--- src/rtl/core/fbpa_pkg.sv ---
// ----------------------------------------------------------------------------
// fbpa_pkg
// Shared types, constants and helper functions of the fixed block pool
// allocator: payload structs, status codes, register indexes and the
// controller/datapath command and status groups.
// ----------------------------------------------------------------------------
package fbpa_pkg;

  // Pool geometry.
  localparam int MAX_BLOCKS  = 256;
  localparam int BLOCK_ALIGN = 16;
  localparam int IDX_W       = $clog2(MAX_BLOCKS);
  localparam int CNT_W       = IDX_W + 1;

  // Field and register widths fixed by the interface.
  localparam int SIZE_W     = 16;
  localparam int OFFS_W     = 24;
  localparam int BYTES_W    = 16;
  localparam int TOTAL_W    = 9;
  localparam int BSIZE_W    = BYTES_W + 1;
  localparam int CFG_DATA_W = 16;
  localparam int CFG_ADDR_W = 1;
  localparam int ST_W       = 3;

  // Register reset values.
  localparam logic [BYTES_W-1:0] BYTES_RESET = BYTES_W'(64);
  localparam logic [TOTAL_W-1:0] TOTAL_RESET = TOTAL_W'(256);

  // Smallest block size and alignment the pool deals in.
  localparam logic [BYTES_W-1:0] MIN_BYTES = BYTES_W'(8);
  localparam logic [SIZE_W-1:0]  MIN_ALIGN = SIZE_W'(8);

  typedef enum logic [CFG_ADDR_W-1:0] {
    REG_BLOCK_BYTES = 1'b0,
    REG_BLOCK_TOTAL = 1'b1
  } cfg_reg_t;

  typedef enum logic [ST_W-1:0] {
    ST_OK        = 3'd0,
    ST_EMPTY     = 3'd1,
    ST_ZERO_SIZE = 3'd2,
    ST_TOO_BIG   = 3'd3,
    ST_OFFSET    = 3'd4,
    ST_ALIGN     = 3'd5,
    ST_NULL_FREE = 3'd6
  } status_t;

  typedef enum logic {
    REQ_ALLOC = 1'b0,
    REQ_FREE  = 1'b1
  } req_kind_t;

  typedef struct packed {
    logic              req_type;
    logic [SIZE_W-1:0] req_size;
    logic [SIZE_W-1:0] req_alignment;
    logic [SIZE_W-1:0] req_offset;
    logic [IDX_W-1:0]  free_index;
    logic              free_present;
  } req_t;

  typedef struct packed {
    logic              granted;
    logic [IDX_W-1:0]  block_index;
    logic [OFFS_W-1:0] byte_offset;
    logic [ST_W-1:0]   status;
    logic [CNT_W-1:0]  free_left;
  } rsp_t;

  typedef enum logic {
    FSM_IDLE = 1'b0,
    FSM_EXEC = 1'b1
  } fsm_t;

  // Controller to datapath.
  typedef struct packed {
    logic accept;  // take the request and launch the link read
    logic commit;  // update the list and load the output register
  } ctrl_cmd_t;

  // Datapath to controller.
  typedef struct packed {
    logic out_full;  // output register holds a beat that is stalled
  } dp_stat_t;

  // Effective number of blocks: zero block size empties the pool.
  function automatic logic [CNT_W-1:0] pool_count(input logic [BYTES_W-1:0] bytes,
                                                  input logic [TOTAL_W-1:0] total);
    logic [CNT_W-1:0] n;
    n = CNT_W'(total);
    if (bytes == '0) begin
      n = '0;
    end else if (total > TOTAL_W'(MAX_BLOCKS)) begin
      n = CNT_W'(MAX_BLOCKS);
    end
    return n;
  endfunction

  // Block size at least MIN_BYTES, rounded up to BLOCK_ALIGN.
  function automatic logic [BSIZE_W-1:0] rounded_size(input logic [BYTES_W-1:0] bytes);
    logic [BSIZE_W-1:0] s;
    s = (bytes < MIN_BYTES) ? BSIZE_W'(MIN_BYTES) : BSIZE_W'(bytes);
    s = s + BSIZE_W'(BLOCK_ALIGN - 1);
    return s & ~BSIZE_W'(BLOCK_ALIGN - 1);
  endfunction

endpackage

--- src/rtl/core/fbpa_ctrl.sv ---
// ----------------------------------------------------------------------------
// fbpa_ctrl
// Request sequencer: takes one request, waits for the link read, then
// commits it once the output register can take the result.
// ----------------------------------------------------------------------------
module fbpa_ctrl (
  input  logic                clk,
  input  logic                rst_n,
  input  logic                in_valid,
  output logic                in_stall,
  input  fbpa_pkg::dp_stat_t  stat,
  output fbpa_pkg::ctrl_cmd_t cmd
);
  import fbpa_pkg::*;

  fsm_t state_r;
  fsm_t state_nxt;

  always_ff @(posedge clk) begin
    if (!rst_n) begin
      state_r <= FSM_IDLE;
    end else begin
      state_r <= state_nxt;
    end
  end

  always_comb begin
    state_nxt  = state_r;
    cmd.accept = 1'b0;
    cmd.commit = 1'b0;
    in_stall   = 1'b1;
    case (state_r)
      FSM_IDLE: begin
        in_stall = 1'b0;
        if (in_valid) begin
          cmd.accept = 1'b1;
          state_nxt  = FSM_EXEC;
        end
      end
      FSM_EXEC: begin
        // The result may only land once the output register is free.
        if (!stat.out_full) begin
          cmd.commit = 1'b1;
          state_nxt  = FSM_IDLE;
        end
      end
      default: begin
        state_nxt = FSM_IDLE;
      end
    endcase
  end

endmodule

--- src/rtl/core/fbpa_dp.sv ---
// ----------------------------------------------------------------------------
// fbpa_dp
// Datapath: configuration registers, free list (link memory, head, count),
// request checks and the output register.
// ----------------------------------------------------------------------------
module fbpa_dp (
  input  logic                               clk,
  input  logic                               rst_n,
  input  fbpa_pkg::req_t                     in_data,
  output logic                               out_valid,
  input  logic                               out_stall,
  output fbpa_pkg::rsp_t                     out_data,
  input  logic                               cfg_we,
  input  logic [fbpa_pkg::CFG_ADDR_W-1:0]    cfg_addr,
  input  logic [fbpa_pkg::CFG_DATA_W-1:0]    cfg_wdata,
  input  fbpa_pkg::ctrl_cmd_t                cmd,
  output fbpa_pkg::dp_stat_t                 stat
);
  import fbpa_pkg::*;

  // Configuration and derived values.
  logic [BYTES_W-1:0] bytes_r;
  logic [TOTAL_W-1:0] total_r;
  logic [CNT_W-1:0]   n_r;
  logic [BSIZE_W-1:0] bsize_r;
  logic [BYTES_W-1:0] bytes_new;
  logic [TOTAL_W-1:0] total_new;
  logic [CNT_W-1:0]   n_new;

  // Free list.
  logic [IDX_W-1:0]      head_r, head_nxt;
  logic                  empty_r, empty_nxt;
  logic [CNT_W-1:0]      cnt_r, cnt_nxt;
  logic [MAX_BLOCKS-1:0] vld_r;
  logic [IDX_W:0]        link_mem [MAX_BLOCKS];

  // Request held between accept and commit.
  logic             kind_r;
  logic [ST_W-1:0]  status_r;
  status_t          status_chk;
  logic [IDX_W-1:0] fidx_r;
  logic [IDX_W:0]   rd_link_r;
  logic             rd_vld_r;

  logic                     link_last;
  logic [IDX_W-1:0]         link_next;
  logic                     do_pop;
  logic                     do_push;
  logic [IDX_W+BSIZE_W-1:0] prod;
  logic [SIZE_W-1:0]        align_eff;
  logic                     align_ok;

  logic out_valid_r;
  rsp_t out_data_r;
  rsp_t rsp;

  // Rebuild values for a register write.
  always_comb begin
    bytes_new = bytes_r;
    total_new = total_r;
    case (cfg_reg_t'(cfg_addr))
      REG_BLOCK_BYTES: bytes_new = cfg_wdata;
      REG_BLOCK_TOTAL: total_new = cfg_wdata[TOTAL_W-1:0];
      default: ;
    endcase
    n_new = pool_count(bytes_new, total_new);
  end

  // Request checks, in priority order.
  always_comb begin
    align_eff  = (in_data.req_alignment < MIN_ALIGN) ? MIN_ALIGN : in_data.req_alignment;
    align_ok   = ((align_eff & (align_eff - SIZE_W'(1))) == '0) &&
                 (align_eff <= SIZE_W'(BLOCK_ALIGN));
    status_chk = ST_OK;
    if (in_data.req_type == REQ_FREE) begin
      if (!in_data.free_present || ({1'b0, in_data.free_index} >= n_r)) begin
        status_chk = ST_NULL_FREE;
      end
    end else if (empty_r) begin
      status_chk = ST_EMPTY;
    end else if (in_data.req_size == '0) begin
      status_chk = ST_ZERO_SIZE;
    end else if (BSIZE_W'(in_data.req_size) > bsize_r) begin
      status_chk = ST_TOO_BIG;
    end else if (in_data.req_offset != '0) begin
      status_chk = ST_OFFSET;
    end else if (!align_ok) begin
      status_chk = ST_ALIGN;
    end
  end

  // An entry never written since the last rebuild links to the index below.
  assign link_last = rd_vld_r ? rd_link_r[IDX_W] : (head_r == '0);
  assign link_next = rd_vld_r ? rd_link_r[IDX_W-1:0] : head_r - IDX_W'(1);

  assign do_pop  = cmd.commit && (kind_r == REQ_ALLOC) && (status_r == ST_OK);
  assign do_push = cmd.commit && (kind_r == REQ_FREE) && (status_r == ST_OK);
  assign prod    = (IDX_W+BSIZE_W)'(head_r) * (IDX_W+BSIZE_W)'(bsize_r);

  always_comb begin
    head_nxt  = head_r;
    empty_nxt = empty_r;
    cnt_nxt   = cnt_r;
    if (do_pop) begin
      if (link_last) begin
        empty_nxt = 1'b1;
      end else begin
        head_nxt = link_next;
      end
      if (cnt_r != '0) begin
        cnt_nxt = cnt_r - CNT_W'(1);
      end
    end else if (do_push) begin
      head_nxt  = fidx_r;
      empty_nxt = 1'b0;
      if (cnt_r < n_r) begin
        cnt_nxt = cnt_r + CNT_W'(1);
      end
    end
    rsp.granted     = do_pop;
    rsp.block_index = do_pop ? head_r : '0;
    rsp.byte_offset = do_pop ? prod[OFFS_W-1:0] : '0;
    rsp.status      = status_r;
    rsp.free_left   = cnt_nxt;
  end

  // Control state.
  always_ff @(posedge clk) begin
    if (!rst_n) begin
      bytes_r     <= BYTES_RESET;
      total_r     <= TOTAL_RESET;
      n_r         <= pool_count(BYTES_RESET, TOTAL_RESET);
      bsize_r     <= rounded_size(BYTES_RESET);
      head_r      <= IDX_W'(pool_count(BYTES_RESET, TOTAL_RESET) - CNT_W'(1));
      empty_r     <= (pool_count(BYTES_RESET, TOTAL_RESET) == '0);
      cnt_r       <= pool_count(BYTES_RESET, TOTAL_RESET);
      vld_r       <= '0;
      out_valid_r <= 1'b0;
    end else begin
      if (cfg_we) begin
        bytes_r <= bytes_new;
        total_r <= total_new;
        n_r     <= n_new;
        bsize_r <= rounded_size(bytes_new);
        head_r  <= (n_new == '0) ? '0 : IDX_W'(n_new - CNT_W'(1));
        empty_r <= (n_new == '0);
        cnt_r   <= n_new;
        vld_r   <= '0;
      end else begin
        head_r  <= head_nxt;
        empty_r <= empty_nxt;
        cnt_r   <= cnt_nxt;
        if (do_push) begin
          vld_r[fidx_r] <= 1'b1;
        end
      end
      if (cmd.commit) begin
        out_valid_r <= 1'b1;
      end else if (!out_stall) begin
        out_valid_r <= 1'b0;
      end
    end
  end

  // Link memory with registered read.
  always_ff @(posedge clk) begin
    if (do_push) begin
      link_mem[fidx_r] <= {empty_r, head_r};
    end
    if (cmd.accept) begin
      rd_link_r <= link_mem[head_r];
    end
  end

  // Payload registers.
  always_ff @(posedge clk) begin
    if (cmd.accept) begin
      kind_r   <= in_data.req_type;
      status_r <= status_chk;
      fidx_r   <= in_data.free_index;
      rd_vld_r <= vld_r[head_r];
    end
    if (cmd.commit) begin
      out_data_r <= rsp;
    end
  end

  assign out_valid     = out_valid_r;
  assign out_data      = out_data_r;
  assign stat.out_full = out_valid_r && out_stall;

endmodule

--- src/rtl/core/fixed_block_pool_allocator_top.sv ---
// ----------------------------------------------------------------------------
// fixed_block_pool_allocator_top
// Pool of equal-sized blocks handed out from a last-in-first-out free list.
//
//   Channel  Direction  Handshake            Beat contents
//   in_      input      in_valid / in_stall   req_t: allocate or free request
//   out_     output     out_valid / out_stall rsp_t: grant, offset, status
//   cfg_     input      cfg_we               cfg_addr selects the register
//
// Accepting a request reads the next link of the head from the link memory;
// committing it updates the list and loads the output register.
// While a result waits in the output register, the next request is still
// taken and its link read; it commits once the waiting beat has gone.
// Reset and every register write rebuild a fresh list at once: per-entry
// valid bits are cleared, so there is no clearing pass.
// ----------------------------------------------------------------------------
module fixed_block_pool_allocator_top (
  input  logic                            clk,
  input  logic                            rst_n,
  input  logic                            in_valid,
  output logic                            in_stall,
  input  fbpa_pkg::req_t                  in_data,
  output logic                            out_valid,
  input  logic                            out_stall,
  output fbpa_pkg::rsp_t                  out_data,
  input  logic                            cfg_we,
  input  logic [fbpa_pkg::CFG_ADDR_W-1:0] cfg_addr,
  input  logic [fbpa_pkg::CFG_DATA_W-1:0] cfg_wdata
);
  import fbpa_pkg::*;

  // Commands from the sequencer and the back-pressure status it watches.
  ctrl_cmd_t cmd;
  dp_stat_t  stat;

  fbpa_ctrl u_ctrl (
    .clk      (clk),
    .rst_n    (rst_n),
    .in_valid (in_valid),
    .in_stall (in_stall),
    .stat     (stat),
    .cmd      (cmd)
  );

  fbpa_dp u_dp (
    .clk       (clk),
    .rst_n     (rst_n),
    .in_data   (in_data),
    .out_valid (out_valid),
    .out_stall (out_stall),
    .out_data  (out_data),
    .cfg_we    (cfg_we),
    .cfg_addr  (cfg_addr),
    .cfg_wdata (cfg_wdata),
    .cmd       (cmd),
    .stat      (stat)
  );

  // A request is never taken and committed in the same cycle.
  a_no_overlap: assert property (@(posedge clk) disable iff (!rst_n)
    !(cmd.accept && cmd.commit))
    else $error("accept and commit in the same cycle");

  // Once a request is taken, the input side is held off for the next cycle.
  a_busy_after_accept: assert property (@(posedge clk) disable iff (!rst_n)
    cmd.accept |=> in_stall)
    else $error("input taken while a request is in flight");

  // Every commit presents a result beat.
  a_commit_shows: assert property (@(posedge clk) disable iff (!rst_n)
    cmd.commit |=> out_valid)
    else $error("commit without an output beat");

  // A granted block always carries the success status.
  a_grant_ok: assert property (@(posedge clk) disable iff (!rst_n)
    (out_valid && out_data.granted) |-> (out_data.status == ST_OK))
    else $error("grant with a failure status");

endmodule
--- config.mk ---
export PLATFORM = sky130hd
export DESIGN_NAME = fixed_block_pool_allocator_top
export DESIGN_NICKNAME = d
export VERILOG_FILES = /design/src/rtl/core/fbpa_pkg.sv /design/src/rtl/core/fbpa_ctrl.sv /design/src/rtl/core/fbpa_dp.sv /design/src/rtl/core/fixed_block_pool_allocator_top.sv
export SDC_FILE = /design/constraint.sdc
export NUM_CORES = 2
export LEC_CHECK = 0
export ABC_AREA = 1
export BUFFER_PORTS_ARGS = -buffer_cell sky130_fd_sc_hd__buf_2
export CORE_UTILIZATION = 55
export CTS_BUF_LIST = sky130_fd_sc_hd__clkbuf_16
export DETAILED_ROUTE_END_ITERATION = 8
export PLACE_DENSITY = 0.75
export SYNTH_ARGS = -nofsm -noshare
export SYNTH_HDL_FRONTEND = slang
export SYNTH_SLANG_ARGS = --single-unit
--- constraint.sdc ---
create_clock -name clk -period 9.28 [get_ports clk]
set_input_delay 0.928 -clock clk [delete_from_list [all_inputs] [get_ports clk]]
set_output_delay 0.928 -clock clk [all_outputs]
set_load 0.1 [all_outputs]
==> results.sh <==
export IMPL_outcome="finished, final reports clean"
export IMPL_power_leakage_nw=39.6
export IMPL_cts_tree="yes"
export IMPL_fin_crit_sh_pct=57.0
export IMPL_die_area_mm2=0.204
export IMPL_wire_per_inst_um=23.8
export IMPL_r2r_cells=21
export IMPL_cts_max_path_buffers=4
export IMPL_critPathKind="flip-flop to flip-flop"
export IMPL_setup_ws_ps=3990
export IMPL_cellPowerDensity_mw_per_mm2=219
export IMPL_io_buffers=122
export IMPL_startpoint="u_dp.head_r[4]$_SDFFE_PN1P_"
export IMPL_hold_viol=0
export IMPL_clock_sinks=2690
export IMPL_grt_max_degree=219
export IMPL_cp_max_fo=73
export IMPL_hold_depth=1
export IMPL_hpwl_um=163000
export IMPL_yosys_warnings=0
export IMPL_wl_um=292000
export IMPL_antenna_found_initial=6
export IMPL_synth_main_ff_cell="edfxtp_1"
export IMPL_grt_pass1_vias=72000
export IMPL_synth_xor_area_share_pct=0.126
export IMPL_grt_pass1_wl_um=436000
export IMPL_ir_drop_mv=0.187
export IMPL_hp_start="in_data[1]"
export IMPL_drcViolationCount=0
export IMPL_vias_per_cell=6.23
export IMPL_synth_adder_area_share_pct=1.99
export IMPL_min_period_ps=5290
export IMPL_dp_slack_ps=4020
export IMPL_die_h_um=452
export IMPL_post_cts_setup_buffer_count=0
export IMPL_timing_rr_end="u_dp.out_data[34]$_SDFFCE_PN0P_"
export IMPL_ys_seq_elements=2690
export IMPL_htreeDepth=5
export IMPL_dr_pass1_iters=7
export IMPL_grtUsageTotal_pct=27.9
export IMPL_placed_cells=11800
export IMPL_maxCapViolCount=0
export IMPL_power_mw=26.8
export IMPL_layout_nets=9647
export IMPL_coreArea_mm2=0.200
export IMPL_dpl_cell_area_mm2=0.113
export IMPL_slew_viol_final=0
export IMPL_num_fill_cells=14900
export IMPL_synth_simple_area_share_pct=13.3
export IMPL_async_flop_share_pct=0
export IMPL_final_instance_count_excl_fill=12300
export IMPL_cts_resized=0
export IMPL_drive_gt1_share_pct=7.87
export IMPL_postLayoutCellArea_mm2=0.122
export IMPL_cp_data_arrival_time_ps=5970
export IMPL_drt_iter0_drc=11500
export IMPL_clk_latency_ps=970
export IMPL_rsz0062_at_grt="no"
export IMPL_whs_endpoint="u_dp.fidx_r[0]$_DFFE_PP_"
export IMPL_required_ps=9960
export IMPL_io_pins=127
export IMPL_r2r_setup_slack_ps=3990
export IMPL_synth_top_family_by_area="simple AND/OR/NAND/NOR gates"
export IMPL_grt_overflow_total=0
export IMPL_yosysSeqAreaShare_pct=69.6
export IMPL_synth_compound_area_share_pct=11.5
export IMPL_synth_cell_area_mm2=0.111
export IMPL_ant_nets=0
export IMPL_muxShareOfSynthArea_pct=0
export IMPL_critPathLaunchType="flip-flop"
export IMPL_tightest_slew_ps=1350
export IMPL_initial_core_util_pct=55.6
export IMPL_cts_buffers=283
export IMPL_max_slew_margin_pct=10.1
export IMPL_via_count=76600
export IMPL_final_setup_tns_ps=0
export IMPL_die_x_um=452
export IMPL_holdBufCountCts=0
export IMPL_finClkSkew_ps=62.3
export IMPL_fmaxAchievable_mhz=189
export IMPL_clockRootBuffer="clkbuf_16"
export IMPL_crit_path_end_kind="flip-flop"
export IMPL_timing_rr_start="u_dp.head_r[4]$_SDFFE_PN1P_"
export IMPL_synth_cell_types=56
export IMPL_clk_pin_slew_worst_paths_ps=60
export IMPL_min_path_type="input pin to flip-flop"
export IMPL_place_congestion=0.903
export IMPL_syn_avg_cell_area_um2=11.6
export IMPL_rows=164
export IMPL_synth_cells=9581
export IMPL_synthToLayoutAreaGrowth_pct=9.60
export IMPL_synth_edff_count=2367
export IMPL_setup_viol=0
-- report_power, final --
group / switching [mW] / internal [mW]
combinational: 2.04 / 0.682
sequential: 0.0847 / 13.3
clock: 4.55 / 6.13
total: 6.67 / 20.1
-- critical path, stage by stage (launching register included) --
cell and delay, ps:
dfxtp_4 650, buf_4 720, nand2_1 110, inv_1 90, fa_1 170, inv_1 60
fa_1 480, inv_1 60, fa_1 540, inv_1 50, fa_1 480, inv_1 40
ha_1 350, nand2_1 90, o21ai_0 330, nand3_1 150, a21oi_1 220, nor2_1 60
o21bai_1 160, nand2_1 70, nand2_1 60, nor2_1 60
-- through the flow --
stage | util, % | hold WS, ps
floorplan | - | 426
global placement | 56.6 | 432
detailed placement | 56.6 | 444
CTS | 60.9 | 224
global route | 60.9 | 249
finish | 60.9 | 284
-- cell usage after synthesis (2+ instances only) --
library cell     n  area, um2
a21o_1           3       22.5
a21oi_1        160        801
a22o_1           3       26.3
a22oi_1          4       30.0
a31oi_1          4       25.0
buf_1           30        113
buf_2          183        916
buf_4           23        173
buf_6            8       90.1
buf_8            4       60.1
clkbuf_1       404       1520
clkinv_1         5       18.8
dfxtp_1        323       6470
edfxtp_1      2367      71100
fa_1            65       1300
ha_1            73        913
inv_1          279       1050
inv_2            2       7.51
inv_4            2       12.5
nand2_1        677       2540
nand2_2          3       18.8
nand2_4          9        101
nand3_1        384       1920
nand4_1         49        307
nor2_1        2257       8470
nor2_2          43        269
nor2_4          82        923
nor3_1           8       40.0
nor4_1           9       56.3
o211ai_1       255       1910
o21a_1           4       30.0
o21ai_0       1366       6840
o21ai_1         10       50.1
o21ai_2          2       17.5
o221ai_1        69        604
o22ai_1        370       2310
o31ai_1          2       15.0
or2_2            8       50.1
xnor2_1          3       26.3
xor2_1          13        114
-- area by class of cell --
cell class                 instances  area [um2]  share of cell area [%]
sequential                      2690       77600                    63.5
timing repair buffer             212        1510                    1.24
clock buffer                     293        7330                    6.01
multi-input combinational       5954       29900                    24.5
clock inverter                   202        1290                    1.06
tap                             2656        3320                    2.72
inverter                         288        1120                   0.915
antenna                            4        10.0                 0.00820
-- how the worst max path moves through the flow --
| stage | endpoint | slack (ps) | cells past startpoint |
|---|---|---|---|
| global placement | u_dp.out_data[34]$_SDFFCE_PN0P_ | 3950 | 21 |
| finish | u_dp.out_data[34]$_SDFFCE_PN0P_ | 3990 | 21 |
| detailed placement | u_dp.out_data[34]$_SDFFCE_PN0P_ | 4020 | 21 |
| CTS | u_dp.out_data[34]$_SDFFCE_PN0P_ | 4010 | 21 |
| global route | u_dp.out_data[34]$_SDFFCE_PN0P_ | 3570 | 21 |
| floorplan | u_dp.out_data[34]$_SDFFCE_PN0P_ | 750 | 22 |
-- sequential cells by signal, summed over array words and instances, names as in the netlist, 8 cells and up --
register / count
u_dp.head_r: 8
u_dp.n_r: 9
u_dp.link_mem: 2304
u_dp.vld_r: 256
u_dp.out_data: 41
u_dp.total_r: 9
u_dp.cnt_r: 9
u_dp.fidx_r: 8
u_dp.bytes_r: 16
u_dp.rd_link_r: 9
u_dp.bsize_r: 13
-- layout by cell type (no fill, tap or decap), drive strengths merged, types with 65 or more instances in the layout --
cell type | Yosys | layout
clkinv | 5 | 109
edfxtp | 2367 | 2367
o211ai | 256 | 256
clkbuf | 404 | 293
nand2 | 689 | 689
o21ai | 1378 | 1378
o221ai | 69 | 69
ha | 73 | 73
nand3 | 385 | 385
nor2 | 2382 | 2382
a21oi | 160 | 160
fa | 65 | 65
buf | 248 | 212
inv | 283 | 360
dfxtp | 323 | 323
o22ai | 370 | 370
-- metal layers --
layer / up-vias / share of wire, % / global-route usage [%]
li1: 33900 / - / -
met1: 37400 / 38 / 38.3
met2: 4654 / 46 / 43.5
met3: 683 / 11 / 5.76
met4: 2 / 4.2 / 11.8
met5: - / 0.0044 / 0
-- cells by family after synthesis --
group | after synthesis
fa+ha+maj | 138
buf+inv | 940
flops | 2690
xor+xnor | 16
simple gates | 3535
compound gates | 2261
other cells | 1
Power figures use the tool's default switching activity.
